## config.mk

```make
export PLATFORM = sky130hd
export DESIGN_NAME = buzzer_pattern_engine_unit
export DESIGN_NICKNAME = d
export VERILOG_FILES = /design/src/sv/bpe_pkg.sv /design/src/sv/buzzer_pattern_engine_unit.sv
export SDC_FILE = /design/constraint.sdc
export NUM_CORES = 1
export LEC_CHECK = 0
export BUFFER_PORTS_ARGS = -buffer_cell sky130_fd_sc_hd__buf_2
export CORE_MARGIN = 1
export CORE_UTILIZATION = 50
export CTS_CLUSTER_SIZE = 25
export DETAILED_ROUTE_END_ITERATION = 7
export GPL_ROUTABILITY_DRIVEN = 0
export PLACE_DENSITY_LB_ADDON = 0.3
export SYNTH_ARGS = -nofsm -noshare
export SYNTH_HDL_FRONTEND = slang
export SYNTH_SLANG_ARGS = --single-unit
```

## constraint.sdc

```tcl
create_clock -name clk -period 9.1 [get_ports clk]
set_input_delay 1.82 -clock clk [delete_from_list [all_inputs] [get_ports clk]]
set_output_delay 1.82 -clock clk [all_outputs]
set_load 0.005 [all_outputs]
```

## src/sv/bpe_pkg.sv

```systemverilog
//------------------------------------------------------------------------------
// bpe_pkg
// Shared types, constants and helpers for the buzzer pattern engine.
//------------------------------------------------------------------------------
`default_nettype none

package bpe_pkg;

	localparam int unsigned SEL_W   = 4;
	localparam int unsigned DUTY_W  = 7;
	localparam int unsigned PHASE_W = 15;
	localparam int unsigned ELAP_W  = 8;
	localparam int unsigned IDX_W   = 2;
	localparam int unsigned PROD_W  = 17;  // peak (<=100) times ramp offset (<1000)
	localparam int unsigned RECIP_W = 18;

	// Register indexes on the configuration port
	typedef enum logic [IDX_W-1:0] {
		REG_PATTERN_SELECT = 2'd0,
		REG_PATTERN_DUTY   = 2'd1,
		REG_MANUAL_ENABLE  = 2'd2,
		REG_MANUAL_DUTY    = 2'd3
	} reg_idx_t;

	// Pattern codes
	typedef enum logic [SEL_W-1:0] {
		PAT_OFF      = 4'd0,
		PAT_STEADY   = 4'd1,
		PAT_TEMPORAL = 4'd2,
		PAT_BEEPBEEP = 4'd3,
		PAT_ONOFF    = 4'd4,
		PAT_CHIRP    = 4'd5,
		PAT_CHIRP30  = 4'd6,
		PAT_FAULT    = 4'd7,
		PAT_RAMP     = 4'd8
	} pattern_t;

	localparam logic [DUTY_W-1:0] DUTY_MAX   = 7'd100;
	localparam logic [DUTY_W-1:0] DUTY_RESET = 7'd70;

	// Cycle lengths, ms
	localparam logic [PHASE_W-1:0] CYC_TEMPORAL = 15'd4500;
	localparam logic [PHASE_W-1:0] CYC_BEEP     = 15'd1000;
	localparam logic [PHASE_W-1:0] CYC_ONOFF    = 15'd1000;
	localparam logic [PHASE_W-1:0] CYC_CHIRP    = 15'd2000;
	localparam logic [PHASE_W-1:0] CYC_CHIRP30  = 15'd30000;
	localparam logic [PHASE_W-1:0] CYC_FAULT    = 15'd5000;
	localparam logic [PHASE_W-1:0] CYC_RAMP     = 15'd2000;

	// Pattern edges, ms
	localparam logic [PHASE_W-1:0] T_60   = 15'd60;
	localparam logic [PHASE_W-1:0] T_100  = 15'd100;
	localparam logic [PHASE_W-1:0] T_200  = 15'd200;
	localparam logic [PHASE_W-1:0] T_300  = 15'd300;
	localparam logic [PHASE_W-1:0] T_500  = 15'd500;
	localparam logic [PHASE_W-1:0] T_1000 = 15'd1000;
	localparam logic [PHASE_W-1:0] T_1500 = 15'd1500;
	localparam logic [PHASE_W-1:0] T_2000 = 15'd2000;
	localparam logic [PHASE_W-1:0] T_2500 = 15'd2500;

	// floor(x/1000) == (x * 134218) >> 27 for every x < 100000
	localparam logic [RECIP_W-1:0] RAMP_RECIP = 18'd134218;
	localparam int unsigned        RAMP_SHIFT = 27;

	function automatic logic [PHASE_W-1:0] cycle_len(input logic [SEL_W-1:0] sel);
		logic [PHASE_W-1:0] c;
		begin
			unique case (sel)
				PAT_TEMPORAL: c = CYC_TEMPORAL;
				PAT_BEEPBEEP: c = CYC_BEEP;
				PAT_ONOFF:    c = CYC_ONOFF;
				PAT_CHIRP:    c = CYC_CHIRP;
				PAT_CHIRP30:  c = CYC_CHIRP30;
				PAT_FAULT:    c = CYC_FAULT;
				PAT_RAMP:     c = CYC_RAMP;
				default:      c = '0;
			endcase
			return c;
		end
	endfunction

	function automatic logic [DUTY_W-1:0] sat100(input logic [DUTY_W-1:0] v);
		return (v > DUTY_MAX) ? DUTY_MAX : v;
	endfunction

endpackage

`default_nettype wire

```

## src/sv/buzzer_pattern_engine_unit.sv

```systemverilog
//------------------------------------------------------------------------------
// buzzer_pattern_engine_unit
// Millisecond-driven buzzer pattern sequencer: phase counter, gate and duty.
//------------------------------------------------------------------------------
//
//  channel  | handshake                 | payload
//  ---------+---------------------------+--------------------------------------
//  in       | in_valid / in_stall       | elapsed_ms[7:0]
//  out      | out_valid / out_stall     | gate_on, duty_percent_out[6:0],
//           |                           | write_strobe
//  cfg      | cfg_we (no wait)          | cfg_index[1:0], cfg_data[6:0]
//
//  One request accepted per cycle while in_stall is low; three register stages.
//  The depth is set by the ramp duty path: offset product, then a reciprocal
//  multiply by 1/1000, each behind its own register.
//  Each stage loads when empty or when the stage after it moves, so bubbles
//  close up; input flows while a result waits at the output, until s1/s2 fill.
//  Reset clears phase, last gate/duty, valids and the registers (duty 70).
//------------------------------------------------------------------------------
`default_nettype none

module buzzer_pattern_engine_unit (
	input  wire logic                         clk,
	input  wire logic                         arst_n,
	// requests
	input  wire logic                         in_valid,
	output logic                              in_stall,
	input  wire logic [bpe_pkg::ELAP_W-1:0]   elapsed_ms,
	// results
	output logic                              out_valid,
	input  wire logic                         out_stall,
	output logic                              gate_on,
	output logic [bpe_pkg::DUTY_W-1:0]        duty_percent_out,
	output logic                              write_strobe,
	// configuration
	input  wire logic                         cfg_we,
	input  wire logic [bpe_pkg::IDX_W-1:0]    cfg_index,
	input  wire logic [bpe_pkg::DUTY_W-1:0]   cfg_data
);

	localparam int unsigned DW = bpe_pkg::DUTY_W;
	localparam int unsigned PW = bpe_pkg::PHASE_W;
	localparam int unsigned RW = bpe_pkg::RECIP_W;
	localparam int unsigned XW = bpe_pkg::PROD_W;
	localparam int unsigned QW = XW + RW;

	// Configuration registers
	logic [bpe_pkg::SEL_W-1:0] pattern_select_q;
	logic [DW-1:0]             pattern_duty_q;
	logic                      manual_enable_q;
	logic [DW-1:0]             manual_duty_q;

	// State
	logic [PW-1:0] phase_q;
	logic          last_gate_q;
	logic [DW-1:0] last_duty_q;

	// Pipeline
	logic          valid_s1, valid_s2, valid_s3;
	logic [PW-1:0] phase_s1;
	logic          gate_s2, ramp_s2, fall_s2;
	logic [DW-1:0] duty_s2;
	logic [XW-1:0] prod_s2;
	logic          gate_s3, strobe_s3;
	logic [DW-1:0] duty_s3;

	logic en1, en2, en3, accept;

	// Stage enables: a stage loads when empty or when its successor loads
	assign en3    = !valid_s3 || !out_stall;
	assign en2    = !valid_s2 || en3;
	assign en1    = !valid_s1 || en2;
	assign in_stall = !en1;
	assign accept = in_valid && en1;

	//------------------------------------------------------------------
	// Configuration write port
	//------------------------------------------------------------------
	always_ff @(posedge clk or negedge arst_n) begin
		if (!arst_n) begin
			pattern_select_q <= bpe_pkg::PAT_OFF;
			pattern_duty_q   <= bpe_pkg::DUTY_RESET;
			manual_enable_q  <= 1'b0;
			manual_duty_q    <= '0;
		end else if (cfg_we) begin
			unique case (cfg_index)
				bpe_pkg::REG_PATTERN_SELECT: pattern_select_q <= cfg_data[bpe_pkg::SEL_W-1:0];
				bpe_pkg::REG_PATTERN_DUTY:   pattern_duty_q   <= cfg_data;
				bpe_pkg::REG_MANUAL_ENABLE:  manual_enable_q  <= cfg_data[0];
				bpe_pkg::REG_MANUAL_DUTY:    manual_duty_q    <= cfg_data;
				default: ;
			endcase
		end
	end

	//------------------------------------------------------------------
	// Phase update at accept. Phase stays below the cycle and elapsed is
	// far below the shortest cycle, so one conditional subtract wraps it.
	//------------------------------------------------------------------
	logic [PW-1:0] cyc;
	logic [PW:0]   phase_sum;
	logic [PW-1:0] phase_nxt;

	always_comb begin
		cyc       = bpe_pkg::cycle_len(pattern_select_q);
		phase_sum = {1'b0, phase_q} + (PW+1)'(elapsed_ms);
		if (cyc == '0)
			phase_nxt = '0;
		else if (phase_sum >= {1'b0, cyc})
			phase_nxt = PW'(phase_sum - {1'b0, cyc});
		else
			phase_nxt = PW'(phase_sum);
	end

	always_ff @(posedge clk or negedge arst_n) begin
		if (!arst_n) begin
			phase_q <= '0;
		end else if (cfg_we && cfg_index == bpe_pkg::REG_PATTERN_SELECT) begin
			phase_q <= '0;  // any pattern select write restarts the cycle
		end else if (accept) begin
			phase_q <= phase_nxt;
		end
	end

	//------------------------------------------------------------------
	// Stage 1: new phase
	//------------------------------------------------------------------
	always_ff @(posedge clk or negedge arst_n) begin
		if (!arst_n) begin
			valid_s1 <= 1'b0;
		end else if (en1) begin
			valid_s1 <= in_valid;
		end
	end

	always_ff @(posedge clk) begin
		if (accept) begin
			phase_s1 <= phase_nxt;
		end
	end

	//------------------------------------------------------------------
	// Stage 2: pattern decode, ramp offset product
	//------------------------------------------------------------------
	logic [DW-1:0] pd;
	logic          on, gate_c, ramp_c, fall_c;
	logic [DW-1:0] duty_c;
	logic [PW-1:0] m;
	logic [PW-1:0] r;

	always_comb begin
		m      = phase_s1;
		pd     = bpe_pkg::sat100(pattern_duty_q);
		on     = 1'b0;
		gate_c = 1'b0;
		duty_c = '0;
		ramp_c = 1'b0;
		fall_c = (m >= bpe_pkg::T_1000);
		r      = fall_c ? (m - bpe_pkg::T_1000) : m;
		unique case (pattern_select_q)
			bpe_pkg::PAT_OFF: begin
				gate_c = manual_enable_q;
				duty_c = manual_enable_q ? bpe_pkg::sat100(manual_duty_q) : '0;
			end
			bpe_pkg::PAT_STEADY: begin
				on = 1'b1;
			end
			bpe_pkg::PAT_TEMPORAL: begin
				on = (m < bpe_pkg::T_500)
				  || (m >= bpe_pkg::T_1000 && m < bpe_pkg::T_1500)
				  || (m >= bpe_pkg::T_2000 && m < bpe_pkg::T_2500);
			end
			bpe_pkg::PAT_BEEPBEEP, bpe_pkg::PAT_FAULT: begin
				on = (m < bpe_pkg::T_100) || (m >= bpe_pkg::T_200 && m < bpe_pkg::T_300);
			end
			bpe_pkg::PAT_ONOFF: begin
				on = (m < bpe_pkg::T_500);
			end
			bpe_pkg::PAT_CHIRP, bpe_pkg::PAT_CHIRP30: begin
				on = (m < bpe_pkg::T_60);
			end
			bpe_pkg::PAT_RAMP: begin
				gate_c = 1'b1;
				ramp_c = 1'b1;
			end
			default: ;  // unknown selector: silent
		endcase
		if (on) begin
			gate_c = 1'b1;
			duty_c = pd;
		end
	end

	always_ff @(posedge clk or negedge arst_n) begin
		if (!arst_n) begin
			valid_s2 <= 1'b0;
		end else if (en2) begin
			valid_s2 <= valid_s1;
		end
	end

	always_ff @(posedge clk) begin
		if (en2 && valid_s1) begin
			gate_s2 <= gate_c;
			duty_s2 <= duty_c;
			ramp_s2 <= ramp_c;
			fall_s2 <= fall_c;
			prod_s2 <= XW'(XW'(pd) * XW'(r));
		end
	end

	//------------------------------------------------------------------
	// Stage 3: divide by 1000, ramp duty, change strobe
	//------------------------------------------------------------------
	logic [QW-1:0] recip_prod;
	logic [DW-1:0] q;
	logic [DW-1:0] duty_f;
	logic          gate_f;

	always_comb begin
		recip_prod = QW'(prod_s2) * QW'(bpe_pkg::RAMP_RECIP);
		q          = DW'(recip_prod >> bpe_pkg::RAMP_SHIFT);
		gate_f     = ramp_s2 ? 1'b1 : gate_s2;
		if (ramp_s2)
			duty_f = fall_s2 ? (bpe_pkg::sat100(pattern_duty_q) - q) : q;
		else
			duty_f = duty_s2;
	end

	always_ff @(posedge clk or negedge arst_n) begin
		if (!arst_n) begin
			valid_s3    <= 1'b0;
			last_gate_q <= 1'b0;
			last_duty_q <= '0;
		end else if (en3) begin
			valid_s3 <= valid_s2;
			if (valid_s2) begin
				last_gate_q <= gate_f;
				last_duty_q <= duty_f;
			end
		end
	end

	always_ff @(posedge clk) begin
		if (en3 && valid_s2) begin
			gate_s3   <= gate_f;
			duty_s3   <= duty_f;
			strobe_s3 <= (gate_f != last_gate_q) || (duty_f != last_duty_q);
		end
	end

	assign out_valid        = valid_s3;
	assign gate_on          = gate_s3;
	assign duty_percent_out = duty_s3;
	assign write_strobe     = strobe_s3;

	//------------------------------------------------------------------
	// Checks
	//------------------------------------------------------------------
`ifndef NO_ASSERTIONS
	a_duty_zero_when_gate_off: assert property (@(posedge clk) disable iff (!arst_n)
		out_valid |-> (gate_on || duty_percent_out == '0))
		else $error("duty nonzero with gate off");

	a_phase_in_cycle: assert property (@(posedge clk) disable iff (!arst_n)
		(phase_q == '0) || (phase_q < bpe_pkg::cycle_len(pattern_select_q)))
		else $error("phase outside cycle");

	a_stall_only_when_full: assert property (@(posedge clk) disable iff (!arst_n)
		in_stall |-> (valid_s1 && valid_s2 && valid_s3 && out_stall))
		else $error("input stalled with room in pipeline");

	a_last_tracks_output: assert property (@(posedge clk) disable iff (!arst_n)
		(out_valid && !out_stall) |-> (last_gate_q == gate_on || valid_s2))
		else $error("last gate out of step with delivered result");
`endif

endmodule

`default_nettype wire

```

# Yosys cells after proc, flatten, opt, wreduce, memory -nomap -nowiden
# Cells that the tools add are included.
# classes
n_lt_le_gt_ge	12
mux	17
eq_ne	13
mul	2
reduce_logical	32
add_sub_neg	4
# op_table
op	count
two-way mux 15 bit	5
one-hot mux 15 bit (5 select lines)	1
two-way mux 7 bit	7
multiplier 17 x 17 -> 33 bit (second input constant)	1
less-than comparator 15 x 9 -> 1 bit (second input constant)	2
multiplier 7 x 15 -> 17 bit	1
adder 15 x 8 -> 16 bit	1
equality test 4 x 3 -> 1 bit (second input constant)	4
greater-or-equal comparator 16 x 15 -> 1 bit	1
greater-or-equal comparator 15 x 10 -> 1 bit (second input constant)	1
greater-or-equal comparator 15 x 11 -> 1 bit (second input constant)	1
greater-or-equal comparator 15 x 8 -> 1 bit (second input constant)	1
zero test 15 bit	1
less-than comparator 15 x 11 -> 1 bit (second input constant)	1
less-than comparator 15 x 12 -> 1 bit (second input constant)	1
less-than comparator 15 x 6 -> 1 bit (second input constant)	1
less-than comparator 15 x 7 -> 1 bit (second input constant)	1
subtractor 15 x 10 -> 15 bit (second input constant)	1
subtractor 15 bit	1
> comparator 7 bit (second input constant)	2
AND reduction 2 bit	5
equality test 4 x 2 -> 1 bit (second input constant)	2
OR reduction 2 bit	4
logical AND 1 bit	7
15 further kinds	27
# word_totals
reg_bits	96
input_bits	22

# Longest topological paths before layout
# Gate-level depths: netlist of run 1.
# depth
word_depth	8
ltp_mapped	30
ltp_nobuf	30

# Least setup slack after synthesis of run 1
# OpenSTA, ideal clock, no wires.
# synth_timing
kind	reg-to-reg
from	register prod_s2[6]
to	register strobe_s3, in the netlist write_strobe, data pin
path_slack_ps	2490
arrival_ps	6336
n_path_buf	0
stages_incl_launch_ff	31
setup_time_ps	274
required_ps	8826
path_cell_list	edfxtp_1 > ha_1 > ha_1 > fa_1 > inv_1 > fa_1 > inv_1 > fa_1 > inv_1 > fa_1 > inv_1 > ha_1 > and3_1 > and3_1 > o211ai_1 > nand3b_1 > o21ai_1 > nand2_1 > xnor2_1 > ha_1 > fa_1 > nor2b_1 > nor3_1 > o21bai_1 > a21oi_1 > xor2_1 > nand2_1 > xor3_1 > xor2_1 > o31ai_1 > o2111ai_1
# synth_via
elab_chain_len	6
# synth_rtl
item	line	source
start: declaration	buzzer_pattern_engine_unit.sv:63	logic [XW-1:0] prod_s2;
start signal: assignment	buzzer_pattern_engine_unit.sv:208	prod_s2 <= XW'(XW'(pd) * XW'(r));
multiplier 17 x 17 -> 33 bit *	buzzer_pattern_engine_unit.sv:221	recip_prod = QW'(prod_s2) * QW'(bpe_pkg::RAMP_RECIP);
subtractor 7 bit	buzzer_pattern_engine_unit.sv:225	duty_f = fall_s2 ? (bpe_pkg::sat100(pattern_duty_q) - q) : q;
two-way mux 7 bit *	buzzer_pattern_engine_unit.sv:225	
two-way mux 7 bit *	buzzer_pattern_engine_unit.sv:224	if (ramp_s2)
inequality test 7 bit *	buzzer_pattern_engine_unit.sv:248	strobe_s3 <= (gate_f != last_gate_q) || (duty_f != last_duty_q);
logical OR 1 bit *	buzzer_pattern_engine_unit.sv:248	
end signal: assignment	buzzer_pattern_engine_unit.sv:248	
end: declaration	buzzer_pattern_engine_unit.sv:64	logic gate_s3, strobe_s3;
# Every way passes the cells marked *; elsewhere a longest branch is shown, timed or not.
# A chain may end at the register's enable or synchronous reset.

# Worst setup path after layout of run 1
# Ends and elaborated chain as after synthesis.

==> results.cfg, run 1 <==
[run_status]
run_status = complete, no violations

[clock_network]
number_of_hold_buffers_added_after_cts = 0
clock_tree.root_cell = clkbuf_16
clkLatencyLatePin_ns = 0.36
worst_setup_hold_path_clk_slew_ns = 0.08
tritoncts = done
numClockSinks = 96
cts.repair.resized = 0
numCtsBuffers = 9
clock_path_buffers = 2
cts-htree-levels = 3
post-cts-setup-buffers = 0

[synthesis]
post_synth_main_area_contributors = ha_1, fa_1, edfxtp_1
synth_top_area_share_pct = 19.81
yosysWarningCount = 0
synth.most_common_cell = ha_1
synth-seq-area-share_pct = 21.83
synth-edff-count = 51
synth_cell_types = 82
mappedNetlistArea_um2 = 12190
yosys-top-cells-count = ha_1, inv_1, nand2_1, fa_1, nor2_1
post_synth.cell_area_avg_um2 = 9.420
count_of_state_elements_after_synthesis = 96
yosysTopAreaCell = ha_1
synth_ff_type = edfxtp_1
fraction_of_synthesis_flops_using_an_asynchronous_set_or_reset_pin_pct = 46.88
syn-num-nets = 1610
synth_cells = 1294

[drt]
drt_initial_violations = 447
antenna_violating_nets_post_route = 0
firstDrtPassIters = 5
route.vias.total = 9003
vias_per_cell = 5.517
routed_wl_um = 26130
drt-wirelength-per-cell_um = 16.01
route.detailed.drc = 0

[sta]
final_worst_clock_skew_ns = 0.01406
final_count_of_negative_setup_slack_endpoints = 0
worst_pin_slew_ns = 0.9906
fin_crit_sh_pct = 78.10
finalWorstPathRequiredPeriod_ns = 7.107
hold_fails_final_rpt = 0
worst_slack_ns = 1.993
rsz0062_at_grt = false
relSlewSlack_pct = 33.72
worst_hold_slack_ns = 0.4732
totalNegativeSetupSlack_ns = 0
maxSlewViolCount = 0
max_freq_mhz = 140.7

[layout]
post_route_cells_drive_above_1_share_pct = 8.454
finalNonFillerCells = 1632
area_growth_pct = 6.261
finalNetCount = 1624
antenna_cells_inserted = 0

[critical_path]
crit_path_end_kind = flip-flop
worstSetupStartpointType = flip-flop
worstPathRequired_ns = 9.19
critical_path.max_stage_delay_ns = 0.54
crit_path_top_delay_cell = a2111oi_0
worst-setup-path-type = reg -> reg
cp_max_fo = 6
worstPathArrival_ns = 7.20

[floorplan]
core_um2 = 23680
pin_count = 33
placement_rows = 56
die-area_um2 = 25010
die_h_um = 158.1
initial_utilization_pct = 51.47
fp.dieW_um = 158.1

[grt]
met1_resource_use_gr_pct = 30.38
global_route_usage_over_all_layers_pct = 22.61
met2_track_demand_over_resource_pct = 38.10
first_pass_grt_wire_length_um = 44280
use_met3_pct = 2.820
grt-ovfl-total = 0
busiest_layer = met2
largest_net_degree_at_the_start_of_global_routing = 46
grt_pass1_vias = 9082
antenna_found_initial = 0

[placement]
port-buffer-count = 32
place_hpwl_um = 21370
placed_cells = 1616
place_ws_ns = 2.028

[min_path]
min_path_type = reg -> reg

[run]
max_cap_violations = 0
per-layer routing:
layer	routed length (um)	vias up
met4	442	0
met2	12400	171
met1	12240	4406
met5	0	-
met3	1043	34
li1	-	4392
worst paths after layout:
path	from	to	slack (ns)	cells past startpoint
max in group asynchronous	arst_n	pattern_select_q[0]$_DFFE_PN0P_	7.15	2
hold / removal	valid_s1$_DFFE_PN0N_	valid_s2$_DFFE_PN0P_	0.47	1
setup reg to reg	prod_s2[6]$_DFFE_PP_	write_strobe$_DFFE_PP_	1.99	27
hold reg to reg	valid_s1$_DFFE_PN0N_	valid_s2$_DFFE_PN0P_	0.47	1
setup / recovery	prod_s2[6]$_DFFE_PP_	write_strobe$_DFFE_PP_	1.99	27
min in group asynchronous	arst_n	last_duty_q[1]$_DFFE_PN0P_	1.54	2
area by class of cell:
type                       instances  area, um^2
timing repair buffer              38       205.2
inverter                         183       686.9
clock inverter                     7       86.33
fill                            2167       10730
tap                              319       399.1
clock buffer                       9       225.2
sequential                        96        2661
multi-input combinational        980        8688
cell families after synthesis:
group,synth area share (%)
AND/OR/NAND/NOR,14.61
adder cells (fa/ha/maj),36.40
buffers and inverters,6.888
AO/OA/AOI/OAI,11.34
flip-flops,21.83
XOR/XNOR,5.594
multiplexers,3.336
through the flow:
step	utilization [%]	cell area, um^2
after floorplan	-	12190
after global placement	53.38	12640
after detailed placement	53.38	12640
after CTS	54.69	12950
after global routing	54.69	12950
final	54.69	12950
state kept, by name, indices dropped and copies added, names as in the netlist, 4 cells and up:
name              cells
last_duty_q           7
manual_duty_q         7
phase_q              15
pattern_duty_q        7
m                    15
duty_percent_out      7
pattern_select_q      4
prod_s2              17
duty_s2               7
critical path, delay by kind of cell (launching register included):
kind,cells,cell delay [ns]
AOI/OAI and AO/OA,8,1.74
adders and majority gates,8,3.22
buffers and inverters,4,0.20
and+or+nand+nor,4,0.60
DFF,1,0.52
xor gates and xnor gates,3,0.56
cells in the final DEF (no fill, tap or decap), types with 4 or more instances in the layout:
| cell type | netlist | routed |
|---|---|---|
| a22o_1 | 6 | 6 |
| inv_1 | 182 | 182 |
| xnor2_1 | 45 | 45 |
| o211ai_1 | 7 | 7 |
| nand3_1 | 21 | 21 |
| nor3_1 | 18 | 18 |
| nand2_1 | 129 | 129 |
| nand4_1 | 9 | 9 |
| clkbuf_16 | 0 | 9 |
| nand3b_1 | 5 | 5 |
| buf_4 | 1 | 6 |
| dfrtp_1 | 42 | 42 |
| o21bai_1 | 7 | 7 |
| and2_1 | 25 | 25 |
| and3_1 | 16 | 16 |
| a31oi_1 | 8 | 8 |
| nor2_1 | 78 | 78 |
| xor2_1 | 22 | 22 |
| edfxtp_1 | 51 | 51 |
| or3_1 | 5 | 5 |
| a21o_1 | 18 | 18 |
| nand2b_1 | 21 | 21 |
| mux2i_1 | 11 | 11 |
| fa_1 | 101 | 101 |
| o21ai_0 | 47 | 47 |
| a21oi_1 | 58 | 58 |
| nor2b_1 | 17 | 17 |
| or2_2 | 5 | 5 |
| mux2_2 | 25 | 25 |
| nor3b_1 | 5 | 5 |
| o21ai_1 | 7 | 7 |
| buf_2 | 2 | 32 |
| ha_1 | 193 | 193 |
| o22ai_1 | 4 | 4 |
Power of run 1 is left out: the tool's default activity adds up to more than one toggle a clock period on the data nets, which glitch-free logic cannot reach.
==> run 2, diff against run 1 <==
==> constraint.sdc (replaced) <==
create_clock -name clk -period 6.8 [get_ports clk]
set_input_delay 1.36 -clock clk [delete_from_list [all_inputs] [get_ports clk]]
set_output_delay 1.36 -clock clk [all_outputs]
set_load 0.005 [all_outputs]
==> results.cfg, run 2 (synthesis gave the netlist of run 1 again) <==
[critical_path]
worst-setup-path-type = reg -> reg
worstPathRequired_ns = 6.89
critical_path.max_stage_delay_ns = 0.52
worstSetupStartpointType = flip-flop
cp_max_fo = 2
crit_path_top_delay_cell = fa_1
worstPathArrival_ns = 6.81
crit_path_end_kind = flip-flop

[min_path]
min_path_type = reg -> reg

[drt]
drt_initial_violations = 532
route.detailed.drc = 0
antenna_violating_nets_post_route = 0
vias_per_cell = 5.462
firstDrtPassIters = 5
routed_wl_um = 27400
route.vias.total = 9291
drt-wirelength-per-cell_um = 16.11

[grt]
use_met3_pct = 3.531
busiest_layer = met2
met2_track_demand_over_resource_pct = 37.89
grt_pass1_vias = 9284
antenna_found_initial = 0
largest_net_degree_at_the_start_of_global_routing = 46
met1_resource_use_gr_pct = 30.90
grt-ovfl-total = 0
first_pass_grt_wire_length_um = 45310
global_route_usage_over_all_layers_pct = 22.99

[placement]
place_hpwl_um = 21880
placed_cells = 1662
place_ws_ns = -0.1939
port-buffer-count = 32

[layout]
post_route_cells_drive_above_1_share_pct = 15.56
final_cell_mix = inv_1, ha_1, nand2_1
finalNonFillerCells = 1701
area_growth_pct = 12.77
largest_register_ff_count = 17
finalNetCount = 1693
fillCellCount = 2099
ff_latch_area_um2 = 2661
postLayoutCoreUtil_pct = 58.04
multiInputGateArea_um2 = 8952
antenna_cells_inserted = 0
top_register = prod_s2

[clock_network]
cts-htree-levels = 3
clock_tree.root_cell = clkbuf_16
tritoncts = done
number_of_hold_buffers_added_after_cts = 0
worst_setup_hold_path_clk_slew_ns = 0.08
numClockSinks = 96
clkLatencyLatePin_ns = 0.35
clock_path_buffers = 2
numCtsBuffers = 9

[sta]
final_count_of_negative_setup_slack_endpoints = 0
fin_crit_sh_pct = 98.86
worst_pin_slew_ns = 1.036
worst_slack_ns = 0.07760
max_freq_mhz = 148.8
hold_fails_final_rpt = 0
relSlewSlack_pct = 30.80
rsz0062_at_grt = true
final_worst_clock_skew_ns = 0.01055
finalWorstPathRequiredPeriod_ns = 6.722
maxSlewViolCount = 0

[floorplan]
die_h_um = 158.1
initial_utilization_pct = 51.47
die-area_um2 = 25010
placement_rows = 56
pin_count = 33
core_um2 = 23680
fp.dieW_um = 158.1

[run]
max_cap_violations = 0

[run_status]
run_status = complete, no violations
-- run 2: critical path, delay by kind of cell (launching register included) --
family | cells | cell delay, ns
adders and majority gates | 9 | 3.17
AOI/OAI and AO/OA | 6 | 0.96
and+or+nand+nor | 7 | 0.76
xor gates and xnor gates | 4 | 0.72
buffers and inverters | 6 | 0.48
DFF | 1 | 0.41
-- run 2: final timing paths --
check	start	endpoint	slack, ns	cells after the start
worst min register to register	valid_s1$_DFFE_PN0N_	valid_s2$_DFFE_PN0P_	0.47	1
worst max-delay path	prod_s2[7]$_DFFE_PP_	write_strobe$_DFFE_PP_	0.08	32
worst min-delay path	valid_s1$_DFFE_PN0N_	valid_s2$_DFFE_PN0P_	0.47	1
min in group asynchronous	arst_n	last_duty_q[1]$_DFFE_PN0P_	1.08	2
worst max register to register	prod_s2[7]$_DFFE_PP_	write_strobe$_DFFE_PP_	0.08	32
max in group asynchronous	arst_n	pattern_duty_q[3]$_DFFE_PN0P_	5.30	2
-- run 2: area by class of cell --
| class | instances | area share [%] |
|---|---|---|
| clock buffers | 9 | 1.638 |
| multi-input cells | 980 | 65.13 |
| repair buffers | 107 | 5.343 |
| clock inverters | 7 | 0.6281 |
| well taps | 319 | 2.904 |
| flip-flops and latches | 96 | 19.36 |
| inverters | 183 | 4.997 |
-- run 2: through the flow --
step	area [um^2]	hold WS, ns	TNS (ns)
after floorplan	12190	0.4487	0
after global placement	12990	0.4551	-0.04895
after detailed placement	12990	0.4637	-0.2396
after CTS	13580	0.4753	-0.1414
after global routing	13750	0.4908	-0.3152
final	13750	0.4700	0
-- run 2: metal layers --
metal	vias up	part of all wire, %
li1	4542	-
met1	4508	46
met2	189	47
met3	52	3.8
met4	0	2.7
met5	-	0
-- run 2: timing repair --
item | 4_1_cts | 5_1_grt
hold endpoints to repair | 0 | 0
gates cloned | 0 | 0
setup endpoints to repair | 2 | 4
pin swaps | 33 | 23
setup buffers | 13 | 10
gates resized for setup | 32 | 17
Power of run 2 is left out for the same reason.
==> run 3, diff against run 2 <==
--- a/config.mk
+++ b/config.mk
@@ -6,12 +6,16 @@
 export NUM_CORES = 1
 export LEC_CHECK = 0
 export BUFFER_PORTS_ARGS = -buffer_cell sky130_fd_sc_hd__buf_2
+export CAP_MARGIN = 15
+export CELL_PAD_IN_SITES_DETAIL_PLACEMENT = 1
+export CELL_PAD_IN_SITES_GLOBAL_PLACEMENT = 1
 export CORE_MARGIN = 1
 export CORE_UTILIZATION = 50
 export CTS_CLUSTER_SIZE = 25
 export DETAILED_ROUTE_END_ITERATION = 7
 export GPL_ROUTABILITY_DRIVEN = 0
 export PLACE_DENSITY_LB_ADDON = 0.3
+export REMOVE_ABC_BUFFERS = 1
 export SYNTH_ARGS = -nofsm -noshare
 export SYNTH_HDL_FRONTEND = slang
 export SYNTH_SLANG_ARGS = --single-unit
==> results.cfg, run 3 (synthesis gave the netlist of run 1 again) <==
[floorplan]
core_um2 = 23680
pin_count = 33
die-area_um2 = 25010
fp.dieW_um = 158.1
initial_utilization_pct = 51.47
die_h_um = 158.1
placement_rows = 56

[placement]
placed_cells = 1666
place_hpwl_um = 26840
port-buffer-count = 32

[grt]
first_pass_grt_wire_length_um = 56140
busiest_layer = met2
antenna_found_initial = 0
largest_net_degree_at_the_start_of_global_routing = 46
use_met3_pct = 4.462
grt_pass1_vias = 10720
met1_resource_use_gr_pct = 34.78
met2_track_demand_over_resource_pct = 53.95
global_route_usage_over_all_layers_pct = 29.56
grt-ovfl-total = 0

[clock_network]
numClockSinks = 96
clock_tree.root_cell = clkbuf_16
tritoncts = done
cts-htree-levels = 3
worst_setup_hold_path_clk_slew_ns = 0.09
clkLatencyLatePin_ns = 0.38
clock_path_buffers = 2
numCtsBuffers = 9
number_of_hold_buffers_added_after_cts = 0

[critical_path]
worst-setup-path-type = reg -> reg
worst_path_dominant_cell_family = adder cells
worstSetupStartpointType = flip-flop
path_common_cell = inv_1
cp_max_fo = 4
worstPathArrival_ns = 7.31
worstPathRequired_ns = 6.91
worstPathBufferInverterCount = 5
critical_path.max_stage_delay_ns = 0.60
crit_path_top_delay_cell = fa_1
crit_path_end_kind = flip-flop

[layout]
finalNonFillerCells = 1725
area_growth_pct = 15.24
finalNetCount = 1717
antenna_cells_inserted = 0
post_route_cells_drive_above_1_share_pct = 18.14
layout.cells.most_common = inv_1
largest_register_ff_count = 17
fillCellCount = 2681
top_register = prod_s2
final_cell_mix = inv_1, ha_1, nand2_1

[drt]
route.vias.total = 10050
firstDrtPassIters = 5
routed_wl_um = 38550
antenna_violating_nets_post_route = 0
vias_per_cell = 5.827
drt-wirelength-per-cell_um = 22.35
route.detailed.drc = 0
drt_initial_violations = 552

[sta]
final_count_of_negative_setup_slack_endpoints = 4
worst_slack_ns = -0.4041
finalWorstPathRequiredPeriod_ns = 7.204
totalNegativeSetupSlack_ns = -1.116
fin_crit_sh_pct = 105.9
worst_pin_slew_ns = 0.9888
hold_fails_final_rpt = 0
max_freq_mhz = 138.8
maxSlewViolCount = 0
relSlewSlack_pct = 33.83
rsz0062_at_grt = true
final_worst_clock_skew_ns = 0.02443

[run_status]
failing_checks = setup timing
run_status = complete, but fails checks

[run]
max_cap_violations = 0

[min_path]
min_path_type = reg -> reg
==> run 3: cell count changes in the layout (fill, tap and decap cells not counted), moves of 3 or more <==
| cell | delta |
|---|---|
| o21ai_1 | +3 |
| clkinv_8 | -3 |
| ha_2 | +3 |
| a21oi_1 | -3 |
| o21ai_0 | -4 |
| a21oi_4 | +4 |
| ha_1 | -5 |
| buf_4 | +25 |
==> run 3: metrics by stage <==
stage	hold WS [ns]	cell area, um^2	util (%)	worst slack [ns]
6_report	0.4818	14050	59.31	-0.4041
3_5_place_dp	0.4690	13020	54.96	-0.3084
4_1_cts	0.4892	13590	57.40	-0.1939
3_3_place_gp	0.4538	13020	54.96	-0.04676
2_1_floorplan	0.4487	12040	-	0.1788
5_1_grt	0.5065	14050	59.31	-0.5860
==> run 3: worst paths after layout <==
kind	start	cells after the start	to	slack (ns)
min in group asynchronous	arst_n	2	last_duty_q[0]$_DFFE_PN0P_	1.07
worst max-delay path	prod_s2[3]$_DFFE_PP_	31	write_strobe$_DFFE_PP_	-0.40
worst max register to register	prod_s2[3]$_DFFE_PP_	31	write_strobe$_DFFE_PP_	-0.40
worst min register to register	valid_s1$_DFFE_PN0N_	1	valid_s2$_DFFE_PN0P_	0.48
worst min-delay path	valid_s1$_DFFE_PN0N_	1	valid_s2$_DFFE_PN0P_	0.48
max in group asynchronous	arst_n	2	phase_q[7]$_DFFE_PN0P_	5.30
==> run 3: final cells by class <==
class                           instances  area, um^2  share of cell area (%)
Clock buffer                           11       254.0                   1.808
Clock inverter                          5       42.54                  0.3028
Inverter                              183       686.9                   4.890
Multi-Input combinational cell        980        9092                   64.73
Sequential cell                        96        2661                   18.95
Tap cell                              319       399.1                   2.841
Timing Repair Buffer                  131       910.9                   6.484
==> run 3: worst register-to-register path: cells and delay by family (launching register included) <==
family	cells	cell delay (ns)
AO/OA/AOI/OAI	8	1.31
AND/OR/NAND/NOR	5	0.60
XOR/XNOR	4	0.77
flip-flops	1	0.49
buffers and inverters	5	0.47
adder cells (fa/ha/maj)	9	3.30
==> run 3: what timing repair did <==
item / 4_1_cts / 5_1_grt
endpoints found under the setup margin: 4 / 7
buffers inserted: 25 / 18
resized for setup: 23 / 56
pin swaps: 26 / 36
cloned: 0 / 0
==> run 3: per-layer routing <==
metal  wire length [um]  part of all wire [%]
met5                  0                     0
met4               1358                   3.5
met3               1544                   4.0
met2              20130                    52
met1              15520                    40
Power of run 3 is left out for the same reason.
